### src/design/mvsd_pkg.sv
// Shared types and constants of the motion variance state detector.
// Depends on nothing; imported by the top level and the back end.
package mvsd_pkg;

  localparam int THR_W       = 31;
  localparam int HYST_W      = 8;
  localparam int RUN_W       = HYST_W + 1;
  localparam int APB_AW      = 3;
  localparam int APB_DW      = 32;
  localparam int QUEUE_DEPTH = 4;

  localparam logic [THR_W-1:0]  THR_RESET  = 31'd4096;
  localparam logic [HYST_W-1:0] HYST_RESET = 8'd10;

  typedef enum logic {
    REG_MOTION_THRESHOLD = 1'b0,
    REG_HYSTERESIS_COUNT = 1'b1
  } reg_idx_t;

  typedef struct packed {
    logic [THR_W-1:0]  motion_threshold;
    logic [HYST_W-1:0] hysteresis_count;
  } cfg_t;

endpackage

### src/design/mvsd_back.sv
// Back end: scaled variances, threshold compare, hysteresis and result register.
// Depends on mvsd_pkg; drains the queue filled by the front end.
module mvsd_back #(
  parameter int WINDOW = 64,
  parameter int SUM_W  = 22,
  parameter int SQ_W   = 37
) (
  input  logic                        clk,
  input  logic                        rst_n,
  input  mvsd_pkg::cfg_t              cfg,
  input  logic                        q_valid,
  input  logic [2*(SUM_W+SQ_W)-1:0]   q_data,
  output logic                        q_pop,
  output logic                        out_valid,
  input  logic                        out_ready,
  output logic                        out_flying,
  output logic                        out_above
);

  import mvsd_pkg::*;

  localparam int WB      = $clog2(WINDOW + 1);
  localparam int WSQ_W   = SQ_W + WB;
  localparam int H       = (SUM_W + 1) / 2;
  localparam int HI_W    = SUM_W - H;
  localparam int LANE_W  = SUM_W + SQ_W;
  localparam int TOT_W   = WSQ_W + 1;
  localparam int LIM_K   = 2 * WINDOW * WINDOW;
  localparam int LIM_W   = THR_W + $clog2(LIM_K + 1);
  localparam int CMP_W   = (TOT_W > LIM_W) ? TOT_W : LIM_W;

  logic                 adv;
  logic                 b1_v_r, b2_v_r, b3_v_r, out_valid_r;

  logic [SUM_W-1:0]     mag    [2];
  logic [SQ_W-1:0]      sq     [2];
  logic [H-1:0]         lo     [2];
  logic [HI_W-1:0]      hi     [2];
  logic [2*H-1:0]       pll    [2];
  logic [SUM_W-1:0]     phl    [2];
  logic [2*HI_W-1:0]    phh    [2];
  logic [WSQ_W-1:0]     wsq    [2];

  logic [2*H-1:0]       pll_r  [2];
  logic [SUM_W-1:0]     phl_r  [2];
  logic [2*HI_W-1:0]    phh_r  [2];
  logic [WSQ_W-1:0]     wsq_r  [2];
  logic [WSQ_W-1:0]     wsq2_r [2];
  logic [WSQ_W-1:0]     mag2_r [2];
  logic [WSQ_W-1:0]     var_r  [2];

  logic [LIM_W-1:0]     limit_r;
  logic [TOT_W-1:0]     total;
  logic                 above;
  logic                 above_r;

  logic [HYST_W-1:0]    hc;
  logic [RUN_W-1:0]     fly_run_r, fly_run_nxt;
  logic [RUN_W-1:0]     stand_run_r, stand_run_nxt;
  logic                 flying_r, flying_nxt;

  function automatic logic [RUN_W-1:0] run_next(input logic [RUN_W-1:0] cnt,
                                                input logic [HYST_W-1:0] lim);
    logic [RUN_W-1:0] lim_w;
    lim_w = {1'b0, lim};
    if (cnt <= lim_w) begin
      run_next = cnt + 1'b1;
    end else begin
      run_next = lim_w + 1'b1;
    end
  endfunction

  // The whole back pipeline moves together whenever the result register can take.
  assign adv   = !out_valid_r || out_ready;
  assign q_pop = adv && q_valid;
  assign hc    = cfg.hysteresis_count;

  // The magnitude is squared from two halves, so each multiplier is about half the width of the magnitude.
  always_comb begin
    for (int a = 0; a < 2; a++) begin
      mag[a] = q_data[(1 - a) * LANE_W + SQ_W +: SUM_W];
      sq[a]  = q_data[(1 - a) * LANE_W +: SQ_W];
      lo[a]  = mag[a][H-1:0];
      hi[a]  = mag[a][SUM_W-1:H];
      pll[a] = (2*H)'(lo[a]) * (2*H)'(lo[a]);
      phl[a] = SUM_W'(hi[a]) * SUM_W'(lo[a]);
      phh[a] = (2*HI_W)'(hi[a]) * (2*HI_W)'(hi[a]);
      wsq[a] = WSQ_W'(sq[a]) * WSQ_W'(WINDOW);
    end
  end

  always_ff @(posedge clk) begin
    limit_r <= LIM_W'(cfg.motion_threshold) * LIM_W'(LIM_K);
    if (adv) begin
      for (int a = 0; a < 2; a++) begin
        pll_r[a]  <= pll[a];
        phl_r[a]  <= phl[a];
        phh_r[a]  <= phh[a];
        wsq_r[a]  <= wsq[a];
        mag2_r[a] <= (WSQ_W'(phh_r[a]) << (2 * H)) + (WSQ_W'(phl_r[a]) << (H + 1))
                     + WSQ_W'(pll_r[a]);
        wsq2_r[a] <= wsq_r[a];
        var_r[a]  <= wsq2_r[a] - mag2_r[a];
      end
      if (b3_v_r) begin
        above_r <= above;
      end
    end
  end

  assign total = TOT_W'(var_r[0]) + TOT_W'(var_r[1]);
  assign above = CMP_W'(total) > CMP_W'(limit_r);

  always_comb begin
    fly_run_nxt   = fly_run_r;
    stand_run_nxt = stand_run_r;
    flying_nxt    = flying_r;
    if (above) begin
      stand_run_nxt = '0;
      fly_run_nxt   = run_next(fly_run_r, hc);
      if (fly_run_r == {1'b0, hc}) begin
        flying_nxt = 1'b1;
      end
    end else begin
      fly_run_nxt   = '0;
      stand_run_nxt = run_next(stand_run_r, hc);
      if (stand_run_r == {1'b0, hc}) begin
        flying_nxt = 1'b0;
      end
    end
  end

  always_ff @(posedge clk) begin
    if (!rst_n) begin
      b1_v_r      <= 1'b0;
      b2_v_r      <= 1'b0;
      b3_v_r      <= 1'b0;
      out_valid_r <= 1'b0;
      fly_run_r   <= '0;
      stand_run_r <= '0;
      flying_r    <= 1'b0;
    end else if (adv) begin
      b1_v_r      <= q_valid;
      b2_v_r      <= b1_v_r;
      b3_v_r      <= b2_v_r;
      out_valid_r <= b3_v_r;
      if (b3_v_r) begin
        fly_run_r   <= fly_run_nxt;
        stand_run_r <= stand_run_nxt;
        flying_r    <= flying_nxt;
      end
    end
  end

  // The flag only changes when a result is loaded, so it doubles as the result field.
  assign out_valid  = out_valid_r;
  assign out_flying = flying_r;
  assign out_above  = above_r;

endmodule

### config.mk
export PLATFORM = sky130hd
export DESIGN_NAME = mvsd_back
export DESIGN_NICKNAME = d
export VERILOG_FILES = /design/src/design/mvsd_pkg.sv /design/src/design/mvsd_back.sv
export SDC_FILE = /design/constraint.sdc
export NUM_CORES = 2
export LEC_CHECK = 0
export BUFFER_PORTS_ARGS = -buffer_cell sky130_fd_sc_hd__buf_4
export CORE_UTILIZATION = 35
export DETAILED_ROUTE_END_ITERATION = 7
export PLACE_DENSITY_LB_ADDON = 0.08
export SETUP_SLACK_MARGIN = 0.1
export SYNTH_ARGS = -nofsm -noshare
export SYNTH_HDL_FRONTEND = slang
export SYNTH_SLANG_ARGS = --single-unit
### constraint.sdc
create_clock -name clk -period 89.4 [get_ports clk]
set_input_delay 26.82 -clock clk [delete_from_list [all_inputs] [get_ports clk]]
set_output_delay 26.82 -clock clk [all_outputs]
set_load 0.05 [all_outputs]
==> impl_metrics.ini <==
[final_layout]
area_growth_pct = 10.8
fin_area_sq_um = 51000
drive_gt1_frac = 0.0670
mostFrequentLayoutCell = inv_1
final_nets = 5762
final_cell_mix = 776 x inv_1, 540 x ha_1, 449 x edfxtp_1

[global_route]
grt_pass1_vias = 32055
grt_overflow = 0
grt_max_degree = 83
antenna_found_initial = 3
track_usage = 0.167
grt_pass1_wl_microns = 176000

[synth]
netlist_top_cells_area = edfxtp_1 29%, fa_1 18%, ha_1 15%, inv_1 6.3%, xnor2_1 4.4%
synthCells = 4519
netlist_area_sq_um = 46100
synth_top_area_frac = 0.293
synth.largest_area_cell = edfxtp_1
synth_edf_count = 449
yosys_warnings = 0
synthArstFlopShare = 0
synth_seq_cells = 503
synthFlopType = edfxtp_1
yosysSeqAreaShare = 0.316
synth_cell_types = 86
synth.avg_cell_area_sq_um = 10.2

[clock_tree]
ctsRootBufferMaster = clkbuf_16
cts_tree = done
clkTransAtPathRegs_ns = 0.06
clk_latency_ns = 0.63
cts_setup_buffers = 0
clkSinkCount = 503
post_cts_resized = 0
cts_buffers = 57
cts.path.max_buffers = 3
htree_levels = 2
cts_hold_buf = 0

[routing]
routed_wl_microns = 108000
first_pass_iters = 5
via_count = 31024
drc = 0
vias_per_cell = 4.82
ant_nets = 0
post_drt_wl_per_cell_microns = 16.8
drt_iter0_markers = 1517

[timing]
max_freq_mhz = 18.2
period_needed_ns = 54.80
finalSetupViolCount = 0
fin_skew_ns = 0.0210
tns_ns = 0
finalHoldViolCount = 0
slew_headroom = 0.204
rsz0062_at_grt = no
period_share = 0.613
worstMarginPinSlew_ns = 1.18
slew_violations = 0

[setup_path]
crit_arrival_ns = 27.98
critPathKind = input pin to primary output
critPathCaptureType = primary output
critPathMaxFanout = 58
worstPathRequired_ns = 62.58
startpoint_type = input pin

[power_and_ir_drop]
p_per_area_nw_per_um2 = 35.5
irDropWorstVdd_uv = 16.5
leakagePower_nw = 23.8

[hold_path]
min_path_type = flop to flop

[placement]
hpwl_microns = 84200
gp_congestion = 0.827
io_buffers = 164
place_area_sq_um = 49100

[die]
die_area_sq_um = 133000
ios = 165
start_util = 0.354
die_y_microns = 365
core_area_sq_um = 130000
die_x_microns = 365
rows = 132

[status]
outcome = complete, no violations

[run]
cap_violations = 0
[sequential cells by signal, summed over array words and instances (netlist names), 9 cells and up]
register,flops
wsq2_r,74
phh_r,42
mag2_r,86
limit_r,31
var_r,86
fly_run_r,9
pll_r,42
wsq_r,74
stand_run_r,9
phl_r,44
[metal layers]
metal | share of wire | global-route usage | wire [microns]
met5 | 0 | 0 | 0
met4 | 0.013 | 0.0260 | 1370
met3 | 0.034 | 0.0154 | 3710
met2 | 0.44 | 0.270 | 47800
met1 | 0.51 | 0.246 | 55200
[final timing paths]
path                                from  cells past startpoint                           to  slack [ns]
hold reg to reg   wsq_r[0][48]$_DFFE_PN_                      0      wsq2_r[0][61]$_DFFE_PN_        0.42
setup reg to reg  var_r[0][45]$_DFFE_PN_                     23  stand_run_r[6]$_SDFFE_PN0P_       82.45
hold / removal    wsq_r[0][48]$_DFFE_PN_                      0      wsq2_r[0][61]$_DFFE_PN_        0.42
setup / recovery               out_ready                      4                        q_pop       34.60
[metrics by stage]
stage	utilization	setup slack (ns)	instances	power, mW	hold WS (ns)
6_report	0.393	34.60	6434	1.81	0.416
5_1_grt	0.393	34.47	6432	2.01	0.420
4_1_cts	0.393	34.53	6432	1.84	0.413
3_5_place_dp	0.378	34.53	6327	1.59	0.405
3_3_place_gp	0.378	34.52	6327	1.59	0.403
2_1_floorplan	-	22.00	4522	1.29	0.400
[logic make-up after synthesis]
group	share of synthesized area
simple gates	0.125
fa+ha+maj	0.328
buf+inv	0.0724
compound gates	0.0990
flops	0.316
xor+xnor	0.0553
mux	0.00418
other cells	0.0000814
[worst max-delay path, cell delays in order]
cell and delay [ns]:
buf_4 0.10, nand2b_4 0.49, and2_1 0.38, buf_4 0.19
[cell usage after synthesis (15+ instances only)]
master	number
inv_1	776
ha_1	540
edfxtp_1	449
fa_1	417
nand2_1	378
xnor2_1	232
a21oi_1	219
and2_1	213
nor2_1	198
clkbuf_1	102
o21ai_0	100
a21o_1	93
nor3_1	76
nand3_1	70
xor2_1	59
dfxtp_1	54
nor2b_1	49
o21a_1	49
nand4_1	38
and3_1	32
nand2b_1	28
a211oi_1	27
or3_1	27
a31oi_1	24
o21bai_1	21
o41ai_1	18
o21ai_1	16
or2_2	16
o211ai_1	15
[power breakdown]
part,internal [mW],switching [mW],leakage (nW)
combinational,0.488,0.667,17.7
sequential,0.386,0.0347,5.21
clock,0.137,0.0994,0.920
total,1.01,0.801,23.8
[layout make-up]
cell class / instances / area (sq um)
multi-input cells: 3133 / 28200
clock buffers: 66 / 1490
inverters: 777 / 2920
diodes: 2 / 5.00
flip-flops and latches: 503 / 14600
well taps: 1742 / 2180
fillers: 13057 / 78900
repair buffers: 172 / 1290
clock inverters: 39 / 403
Power figures use the tool's default switching activity.
