$ cat config.mk
export PLATFORM = sky130hd
export DESIGN_NAME = mvsd_fifo
export DESIGN_NICKNAME = d
export VERILOG_FILES = /design/src/design/mvsd_fifo.sv
export SDC_FILE = /design/constraint.sdc
export NUM_CORES = 1
export LEC_CHECK = 0
export BUFFER_PORTS_ARGS = -buffer_cell sky130_fd_sc_hd__buf_4
export CAP_MARGIN = 15
export CORE_MARGIN = 2
export CORE_UTILIZATION = 50
export CTS_BUF_LIST = sky130_fd_sc_hd__clkbuf_8
export DETAILED_ROUTE_END_ITERATION = 16
export HOLD_SLACK_MARGIN = 0.12
export MAX_ROUTING_LAYER = met4
export PLACE_DENSITY = 0.73
export RECOVER_POWER = 25
export SLEW_MARGIN = 20
export SYNTH_ARGS = -nofsm -noshare
export SYNTH_HDL_FRONTEND = slang
export SYNTH_SLANG_ARGS = --single-unit
$ cat constraint.sdc
create_clock -name clk -period 4.7 [get_ports clk]
set_clock_uncertainty 0.1 [all_clocks]
set_input_delay 0.705 -clock clk [delete_from_list [all_inputs] [get_ports clk]]
set_output_delay 0.705 -clock clk [all_outputs]
set_load 0.05 [all_outputs]
$ cat src/design/mvsd_fifo.sv
// Short show-ahead queue between the front end and the back end.
// Depends on nothing.
module mvsd_fifo #(
  parameter int WIDTH = 8,
  parameter int DEPTH = 4
) (
  input  logic                           clk,
  input  logic                           rst_n,
  input  logic                           push,
  input  logic [WIDTH-1:0]               push_data,
  input  logic                           pop,
  output logic [WIDTH-1:0]               pop_data,
  output logic                           not_empty,
  output logic [$clog2(DEPTH+1)-1:0]     count
);

  localparam int PTR_W = $clog2(DEPTH);
  localparam int CNT_W = $clog2(DEPTH + 1);

  logic [WIDTH-1:0] slot_r [DEPTH];
  logic [PTR_W-1:0] wr_ptr_r, wr_ptr_nxt;
  logic [PTR_W-1:0] rd_ptr_r, rd_ptr_nxt;
  logic [CNT_W-1:0] count_r, count_nxt;

  assign pop_data  = slot_r[rd_ptr_r];
  assign not_empty = (count_r != '0);
  assign count     = count_r;

  always_comb begin
    wr_ptr_nxt = wr_ptr_r;
    rd_ptr_nxt = rd_ptr_r;
    count_nxt  = count_r;
    if (push) begin
      wr_ptr_nxt = (wr_ptr_r == PTR_W'(DEPTH - 1)) ? '0 : wr_ptr_r + 1'b1;
    end
    if (pop) begin
      rd_ptr_nxt = (rd_ptr_r == PTR_W'(DEPTH - 1)) ? '0 : rd_ptr_r + 1'b1;
    end
    if (push && !pop) begin
      count_nxt = count_r + 1'b1;
    end else if (pop && !push) begin
      count_nxt = count_r - 1'b1;
    end
  end

  always_ff @(posedge clk) begin
    if (!rst_n) begin
      wr_ptr_r <= '0;
      rd_ptr_r <= '0;
      count_r  <= '0;
    end else begin
      wr_ptr_r <= wr_ptr_nxt;
      rd_ptr_r <= rd_ptr_nxt;
      count_r  <= count_nxt;
    end
  end

  always_ff @(posedge clk) begin
    if (push) begin
      slot_r[wr_ptr_r] <= push_data;
    end
  end

endmodule

==> results of run 1 <==
[flip-flops by register name, indices dropped and copies added, names as in the netlist, named ones only]
name / flops
wr_ptr_r: 2
slot_r: 32
rd_ptr_r: 2
count: 3
[where the power goes]
group / internal (W) / switching [W] / leakage [nW]
combinational: 0.0000543 / 0.0000923 / 0.270
sequential: 0.000412 / 0.0000156 / 0.368
clock: 0.000171 / 0.000106 / 0.0626
[worst max-delay path, stage by stage, from the launching register on]
cell	delay, ns
dfxtp_1	0.68
mux4_2	0.59
buf_4	0.21
[layer usage]
| metal | track usage, % | part of all wire (%) | up-vias |
|---|---|---|---|
| met5 | - | 0 | - |
| met4 | 6.52 | 0.59 | 0 |
| met3 | 3.84 | 4.9 | 2 |
| met2 | 25.5 | 52 | 21 |
| met1 | 19.2 | 43 | 380 |
| li1 | - | - | 375 |
[through the flow]
stage	instances	power (W)
after floorplan	85	0.000539
after global placement	150	0.000582
after detailed placement	150	0.000587
after CTS	158	0.000863
after global routing	158	0.000886
final	158	0.000852
[path summary, 6_finish.rpt]
check | start | to | cells past startpoint
worst min register to register | count[2]$_SDFFE_PN0P_ | count[2]$_SDFFE_PN0P_ | 2
worst min-delay path | count[2]$_SDFFE_PN0P_ | count[2]$_SDFFE_PN0P_ | 2
worst max register to register | count[0]$_SDFFE_PN0P_ | count[2]$_SDFFE_PN0P_ | 4
worst max-delay path | flip-flop | pop_data[1] | 2
[synth_stat cells]
cell / number
inv_1: 4
mux2i_1: 4
or3_1: 2
fa_1: 1
xor2_1: 1
dfxtp_1: 9
and2_1: 5
o21ai_0: 1
xnor2_1: 1
nor3_1: 1
edfxtp_1: 32
o21a_1: 1
clkbuf_2: 1
nor2b_1: 5
ha_1: 6
a21boi_1: 1
nor2_1: 1
mux4_2: 8
buf_6: 1
[cell type report]
| cell class | count | area, um2 |
|---|---|---|
| sequential | 41 | 1140 |
| fill | 248 | 1140 |
| multi-input combinational | 38 | 437 |
| timing repair buffer | 23 | 150 |
| clock buffer | 6 | 82.6 |
| tap | 44 | 55.1 |
| clock inverter | 2 | 33.8 |
| inverter | 4 | 15.0 |
[cells by family after synthesis]
group           count (synthesis)  share of synthesized area, %
flops                          41                          70.9
simple gates                   14                          5.21
mux                            12                          13.7
fa+ha+maj                       7                          5.91
buf+inv                         6                          1.94
compound gates                  3                          1.24
xor+xnor                        2                          1.09
==> summary.md, run 1 <==
| Metric | Value |
|---|---|
| Inserted Diodes | 0 |
| Yosys top cell by area | edfxtp_1 |
| Placed cell areas | about 1800 um2 |
| Placer congestion estimate | approximately 0.64 |
| Layout area overhead | 19.0% |
| Yosys cell types | 19 |
| Worst Max-Slew Pin Slew | approximately 0.56 ns |
| R2R setup slack | 3.12 ns |
| Vias in the first global route | 801 |
| Mapped Area | ~1600 um2 |
| Fraction of layout cells with a size suffix above 1 | 28.1% |
| Slew Viols, Final | 0 |
| Postcts setup bufs | 0 |
| TritonCTS Buffers | 5 |
| Sequential share of the synthesized area | between 70% and 80% |
| DR pass1 iterations | 4 |
| Post-CTS sizing | 0 |
| Tcrit/Tclk final | between 50% and 60% |
| CP required | around 4 ns |
| DP HPWL | 1700 um |
| Critical path data arrival time | roughly 1.8 ns |
| Hold crit path type | reg -> reg |
| Die ar. | around 3700 um2 |
| Total core area | 3050 um2 |
| IO buf count | 23 |
| Post-route cell area | between 1500 and 2000 um2 |
| Pwr dens | around 440 nW/um2 |
| Initial antenna violation count | 0 |
| Root Driver | clkbuf_8 |
| Vias per cell | 4.92 |
| Tot GR Track Use | between 15 and 20% |
| Max IR drop VDD | roughly 280 uV |
| Fmax | roughly 390 MHz |
| Synth Warn # | 0 |
| CTS tree | built |
| Outcome | finished, final reports clean |
| RSZ-0062 raised after global routing | no |
| DP Worst Slack | around 2.4 ns |
| Hold WS | roughly 0.43 ns |
| Row count | 20 |
| Final hold vios | 0 |
| #FFs+latches synth | 41 |
| Routed Wire Length | ~2400 um |
| First-pass GRT wire length | roughly 3800 um |
| DR WL/cell | between 10 and 15 um |
| # IOs | 24 |
| Syn Nets | 104 |
| Worst Setup End Kind | primary output |
| DRC viols | 0 |
| Htree depth | 2 |
| Syn avg cell area | around 19 um2 |
| Setup TNS | 0 ns |
| Starting Density | 52.7% |
| Post-Synthesis Cells | 85 |
| CP startpoint kind | flip-flop |
| Synth top area share | about 60% |
| DIE WIDTH | approximately 61 um |
| Clk slew on worst S/H paths | roughly 0.070 ns |
| Routed Antenna Nets | 0 |
| Setup CP Type | reg -> out |
| Crit path max fanout | 8 |
| Commonest non-fill, non-tap cell in the layout | edfxtp_1 |
| Largest net degree at the start of global routing | 13 |
| Hold buffers post-CTS | 0 |
| Final setup vio count | 0 |
| Minimum clock period | 2.56 ns |
| Post-layout utilization of the core | a little over three fifths |
| Slew HR | 62.6% |
| Max clock buf depth | 2 |
| Clk sinks | about 40 |
| Vias | roughly 800 |
| Leakage | approximately 0.7 nW |
| Nets | 132 |
| Most frequent cells in the layout | edfxtp_1, buf_4, dfxtp_1, mux4_2 |
| Max Cap Viol | 0 |
| 1st-iter DRT viols | 43 |
| Overflow after GRT | 0 |
| Synth area leaders | edfxtp_1, dfxtp_1, mux4_2 |
| Die height | roughly 61 um |
| Clock Latency Late Sink | approximately 0.28 ns |
| PnR worst setup slack | ~2.1 ns |
(Power assumes the default switching activity.)
==> run 2: changes to the inputs <==
--- a/config.mk
+++ b/config.mk
@@ -13,7 +13,7 @@
 export DETAILED_ROUTE_END_ITERATION = 16
 export HOLD_SLACK_MARGIN = 0.12
 export MAX_ROUTING_LAYER = met4
-export PLACE_DENSITY = 0.73
+export PLACE_DENSITY = 0.76
 export RECOVER_POWER = 25
 export SLEW_MARGIN = 20
 export SYNTH_ARGS = -nofsm -noshare
==> constraint.sdc (replaced) <==
create_clock -name clk -period 2.05 [get_ports clk]
set_clock_uncertainty 0.1 [all_clocks]
set_input_delay 0.3075 -clock clk [delete_from_list [all_inputs] [get_ports clk]]
set_output_delay 0.3075 -clock clk [all_outputs]
set_load 0.05 [all_outputs]
==> summary.md, run 2 (synthesis results as in run 1) <==
| Metric | Value |
|---|---|
| Max Cap Viol | 0 (unchanged) |
| TritonCTS Buffers | 5 (unchanged) |
| Max clock buf depth | 2 (unchanged) |
| Htree depth | 2 (unchanged) |
| Inserted Diodes | 0 (unchanged) |
| DIE WIDTH | 60.7 um (unchanged) |
| IO buf count | 23 (unchanged) |
| Commonest non-fill, non-tap cell in the layout | edfxtp_1 |
| 1st-iter DRT viols | 42 (-2.3%) |
| Clock Latency Late Sink | 0.28 ns (about the same) |
| Setup CP Type | reg -> out |
| Most frequent cells in the layout | edfxtp_1, buf_4, dfxtp_1, mux4_2, dlygate4sd3_1 |
| DR pass1 iterations | 3 (-1) |
| Total core area | 3050 um2 (unchanged) |
| Slowest-stage cell, CP | mux4_2 |
| Starting Density | 52.7% (unchanged) |
| Setup TNS | 0 ns (unchanged) |
| CP startpoint kind | flip-flop |
| Final setup vio count | 0 (unchanged) |
| DRC viols | 0 (unchanged) |
| R2R setup slack | 0.47 ns (-2.65 ns) |
| DR WL/cell | 14.4 um (-3.7%) |
| Largest register FFs | 32 (unchanged) |
| Family with the most delay on the worst path | multiplexers |
| Worst-path cell chain | buf_4, mux4_2, buf_4 |
| Vias per cell | 4.87 (-1.0%) |
| Fmax | a little over 500 MHz |
| Placer congestion estimate | 0.710 (+11%) |
| Overflow after GRT | 0 (unchanged) |
| Net Sw Frac | 25.8% (+0.63 points) |
| Hold path depth | 2 (unchanged) |
| Most used cell, CP | buf_4 |
| Clock Power Share | 31.3% (-1.2 points) |
| CP required | 1.64 ns (-2.25 ns) |
| Flop pwr share | 50.4% (+0.2 points) |
| Clk sinks | 41 (unchanged) |
| Initial antenna violation count | 0 (unchanged) |
| Critical path data arrival time | 1.53 ns (-0.22 ns) |
| Comb pwr share | 18.3% (+1.1 points) |
| Minimum clock period | 1.94 ns |
| CTS tree | built |
| Hold crit path type | in -> reg |
| Leakage | 0.732 nW (+4.3%) |
| Slew Viols, Final | 0 (unchanged) |
| Worst Setup End Kind | primary output |
| Outcome | finished, final reports clean |
| RSZ-0062 raised after global routing | no |
| Worst Max-Slew Pin Slew | 0.426 ns (-0.134 ns) |
| Final hold vios | 0 (unchanged) |
| Max IR drop VDD | 958 uV (+250%) |
| PnR worst setup slack | 0.108 ns (-2.04 ns) |
| Post-CTS sizing | 0 (unchanged) |
| Routed Antenna Nets | 0 (unchanged) |
| DP HPWL | 1630 um (-4.3%) |
| Biggest register | slot_r |
| Reg2Reg Depth | 4 (unchanged) |
| Fraction of layout cells with a size suffix above 1 | 27.0% (-1.0 points) |
| Layout fillers | 244 (-1.6%) |
| Root Driver | clkbuf_8 |
| Tcrit/Tclk final | between 90% and 100% |
| Die height | 60.7 um (unchanged) |
| Routed Wire Length | 2400 um (+1.2%) |
| WP depth | 3 (+1) |
| Die ar. | 3690 um2 (unchanged) |
| Crit path max fanout | 8 (unchanged) |
| Slew HR | 71.6% (+9.0 points) |
| Nets | 140 (+6.1%) |
| P_int | 0.00144 W (+130%) |
| Row count | 20 (unchanged) |
| Tot GR Track Use | 15.9% (+0.047 points) |
| Layout area overhead | 23.3% |
| CP Buf/Inv Count | 2 (+1) |
| Vias in the first global route | 802 (+0.12%) |
| Largest net degree at the start of global routing | 14 (+1) |
| Crit-path max cell delay | 0.53 ns (-0.15 ns) |
| DP Worst Slack | 0.162 ns (-2.22 ns) |
| Pwr dens | 976 nW/um2 (+120%) |
| First-pass GRT wire length | 3820 um (+0.18%) |
| Clk slew on worst S/H paths | 0.07 ns (about the same) |
| # IOs | 24 (unchanged) |
| NetSw | 0.000499 W (+130%) |
| Final Total Pwr | 0.00194 W (+130%) |
| Vias | 809 (+4.0%) |
[run 2: cell types whose count changed in the layout (fill, tap and decap cells not counted)]
cell           change
dlygate4sd3_1      +7
and2_0             +1
and2_1             -1
buf_4              +1
clkbuf_8           -1
clkinv_2           +1
[run 2: layout make-up]
cell class | count | area (um2) | area share, %
flip-flops and latches | 41 | 1140 | 57.5
inverters | 4 | 15.0 | 0.757
well taps | 44 | 55.1 | 2.78
repair buffers | 31 | 228 | 11.5
clock buffers | 5 | 68.8 | 3.47
clock inverters | 3 | 38.8 | 1.96
multi-input cells | 38 | 437 | 22.0
[run 2: repair_timing]
item	CTS	global route
hold endpoints to repair	18	3
hold buffers	6	1
buffers inserted	0	0
[run 2: per-layer routing]
metal | global-route usage (%) | share of wire (%) | up-vias
met4 | 5.59 | 1.3 | 0
li1 | - | - | 394
met3 | 6.61 | 5.7 | 4
met5 | - | 0 | -
met2 | 24.7 | 50 | 22
met1 | 18.6 | 43 | 389
[run 2: path summary, 6_finish.rpt]
check,end,from
setup / recovery,pop_data[7],flip-flop
hold / removal,count[1]$_SDFFE_PN0P_,rst_n
setup reg to reg,count[2]$_SDFFE_PN0P_,count[0]$_SDFFE_PN0P_
hold reg to reg,count[2]$_SDFFE_PN0P_,count[2]$_SDFFE_PN0P_
[run 2: stage by stage]
stage	hold slack [ns]	util (%)	cell area [um2]	instances
finish	0.182	65.0	1980	166
global route	0.192	65.0	1980	166
CTS	0.124	65.4	2000	165
detailed placement	0.411	59.9	1830	151
global placement	0.384	59.9	1830	151
floorplan	0.306	-	1610	85
[run 2: power groups by stage]
stage / registers (W) / logic, W / clock network [W]
CTS: 0.000976 / 0.000362 / 0.000616
finish: 0.000975 / 0.000354 / 0.000606
global placement: 0.000991 / 0.000348 / 0
detailed placement: 0.000994 / 0.000352 / 0
floorplan: 0.00102 / 0.000216 / 0
global route: 0.000980 / 0.000378 / 0.000649
==> run 3: changes to the inputs <==
--- a/config.mk
+++ b/config.mk
@@ -7,7 +7,7 @@
 export LEC_CHECK = 0
 export BUFFER_PORTS_ARGS = -buffer_cell sky130_fd_sc_hd__buf_4
 export CAP_MARGIN = 15
-export CORE_MARGIN = 2
+export CORE_MARGIN = 1
 export CORE_UTILIZATION = 50
 export CTS_BUF_LIST = sky130_fd_sc_hd__clkbuf_8
 export DETAILED_ROUTE_END_ITERATION = 16
==> summary.md, run 3 (synthesis results as in run 1) <==
| Metric | Value |
|---|---|
| Outcome | finished, final reports clean |
| Final hold vios | 0 (unchanged) |
| CP startpoint kind | flip-flop |
| Family with the most delay on the worst path | multiplexers |
| Die height | 58.7 um (-3.3%) |
| IO buf count | 23 (unchanged) |
| Critical path data arrival time | 1.55 ns (+0.02 ns) |
| Initial antenna violation count | 0 (unchanged) |
| Flop pwr share | 52.9% (+2.5 points) |
| DR pass1 iterations | 4 (+1) |
| Comb pwr share | 19.4% (+1.1 points) |
| Nets | 141 (+0.71%) |
| Clk sinks | 41 (unchanged) |
| Max clock buf depth | 2 (unchanged) |
| Vias per cell | 5.02 (+3.0%) |
| Most used cell, CP | buf_4 |
| P_int | 0.00132 W (-8.4%) |
| Slew Viols, Final | 0 (unchanged) |
| Tot GR Track Use | 17.8% (+1.9 points) |
| Routed Antenna Nets | 0 (unchanged) |
| Largest register FFs | 32 (unchanged) |
| Worst Max-Slew Pin Slew | 0.426 ns (+0.00000155 ns) |
| R2R setup slack | 0.46 ns (about the same) |
| Setup TNS | 0 ns (unchanged) |
| Hold crit path type | in -> reg |
| DP HPWL | 1740 um (+7.1%) |
| Tcrit/Tclk final | 95.5% (+0.82 points) |
| HP Start | rst_n |
| Biggest register | slot_r |
| Largest net degree at the start of global routing | 14 (unchanged) |
| First-pass GRT wire length | 4000 um (+4.7%) |
| R2R Path Start | count[0]$_SDFFE_PN0P_ |
| DRC viols | 0 (unchanged) |
| Net Sw Frac | 28.6% (+2.8 points) |
| CTS tree | built |
| # IOs | 24 (unchanged) |
| Pwr dens | 933 nW/um2 (-4.4%) |
| Most frequent cells in the layout | edfxtp_1, buf_4, dfxtp_1, mux4_2, dlygate4sd3_1 |
| Overflow after GRT | 0 (unchanged) |
| DIE WIDTH | 58.7 um (-3.3%) |
| Reg2Reg Depth | 4 (unchanged) |
| Htree depth | 2 (unchanged) |
| Worst-path cell chain | buf_4, mux4_2, buf_4 |
| Worst Setup End Kind | primary output |
| Minimum clock period | 1.96 ns (+0.0168 ns) |
| Inserted Diodes | 0 (unchanged) |
| Final Total Pwr | 0.00184 W (-4.8%) |
| Hold path depth | 2 (unchanged) |
| Row count | 20 (unchanged) |
| Reg-to-Reg End | count[2]$_SDFFE_PN0P_ |
| NetSw | 0.000527 W (+5.6%) |
| DR WL/cell | 15.3 um (+6.2%) |
| Root Driver | clkbuf_8 |
| Placer congestion estimate | 0.668 (-5.8%) |
| Routed Wire Length | 2560 um (+6.9%) |
| Worst Hold Path EP | count[0]$_SDFFE_PN0P_ |
| Final setup vio count | 0 (unchanged) |
| RSZ-0062 raised after global routing | no |
| Crit path max fanout | 8 (unchanged) |
| Starting Density | 52.7% (unchanged) |
| CP Buf/Inv Count | 2 (unchanged) |
| Crit-path max cell delay | 0.54 ns (about the same) |
| Vias | 838 (+3.6%) |
| CP required | 1.64 ns (about the same) |
| Fraction of layout cells with a size suffix above 1 | 28.5% (+1.4 points) |
| Layout area overhead | 22.8% |
| Clk slew on worst S/H paths | 0.08 ns (about the same) |
| Commonest non-fill, non-tap cell in the layout | edfxtp_1 |
| Die ar. | 3450 um2 (-6.5%) |
| Fmax | 511 MHz (-0.86%) |
| 1st-iter DRT viols | 21 (-50%) |
| Clock Power Share | 27.7% (-3.6 points) |
| Max Cap Viol | 0 (unchanged) |
| Vias in the first global route | 891 (+11%) |
| Post-CTS sizing | 0 (unchanged) |
| Max IR drop VDD | 616 uV (-36%) |
| Slew HR | 71.6% (about the same) |
| Setup CP Type | reg -> out |
| Layout fillers | 248 (+1.6%) |
| Total core area | 3050 um2 (unchanged) |
| Clock Latency Late Sink | 0.29 ns (about the same) |
| TritonCTS Buffers | 5 (unchanged) |
| Slowest-stage cell, CP | mux4_2 |
| Leakage | 0.724 nW (-1.0%) |
==> run 3: metal layers <==
metal / part of all wire (%) / global-route usage, %
met5: 0 / -
met4: 2.0 / 8.16
met1: 40 / 18.2
met3: 3.8 / 5.93
met2: 54 / 30.7
==> run 3: cell type report <==
class | count | area (um2) | share of cell area (%)
multi-input combinational | 38 | 437 | 22.1
clock inverter | 3 | 17.5 | 0.887
clock buffer | 5 | 68.8 | 3.48
tap | 44 | 55.1 | 2.79
inverter | 4 | 15.0 | 0.760
timing repair buffer | 32 | 241 | 12.2
sequential | 41 | 1140 | 57.8
==> run 3: what timing repair did <==
action / CTS / global route
hold endpoints to repair: 32 / 0
hold buffers: 8 / 0
setup buffers: 0 / 0
==> run 3: worst max-delay path by stage <==
stage | startpoint | end | slack, ns | cells past startpoint
after CTS | flip-flop | pop_data[3] | 0.06 | 3
after floorplan | count[0]$_SDFFE_PN0P_ | count[2]$_SDFFE_PN0P_ | 0.33 | 4
final | flip-flop | pop_data[3] | 0.09 | 3
after global placement | pop | count[2]$_SDFFE_PN0P_ | 0.22 | 8
after detailed placement | pop | count[2]$_SDFFE_PN0P_ | 0.16 | 8
after global routing | flip-flop | pop_data[3] | 0.03 | 3
==> run 3: per-stage QoR <==
stage	hold slack (ns)	util [%]	area [um2]	std cells	setup WS, ns
5_1_grt	0.176	64.7	1980	167	0.0346
4_1_cts	0.160	65.3	1990	167	0.0633
3_3_place_gp	0.384	59.9	1830	151	0.217
3_5_place_dp	0.404	59.9	1830	151	0.158
6_report	0.168	64.7	1980	167	0.0916
2_1_floorplan	0.306	-	1610	85	0.328
==> run 3: power by group through the flow <==
stage                     Combinational, W  Clock [W]  Sequential (W)
final                             0.000357   0.000511        0.000975
after global routing              0.000380   0.000553        0.000981
after CTS                         0.000365   0.000523        0.000976
after detailed placement          0.000352          0        0.000995
after global placement            0.000346          0        0.000991
after floorplan                   0.000216          0         0.00102
==> run 3: worst reg2reg max path, stage by stage, from the launching register on <==
cell and delay, ns:
dfxtp_1 0.36, fa_1 0.45, xor2_1 0.16, or3_1 0.30, a21boi_1 0.14
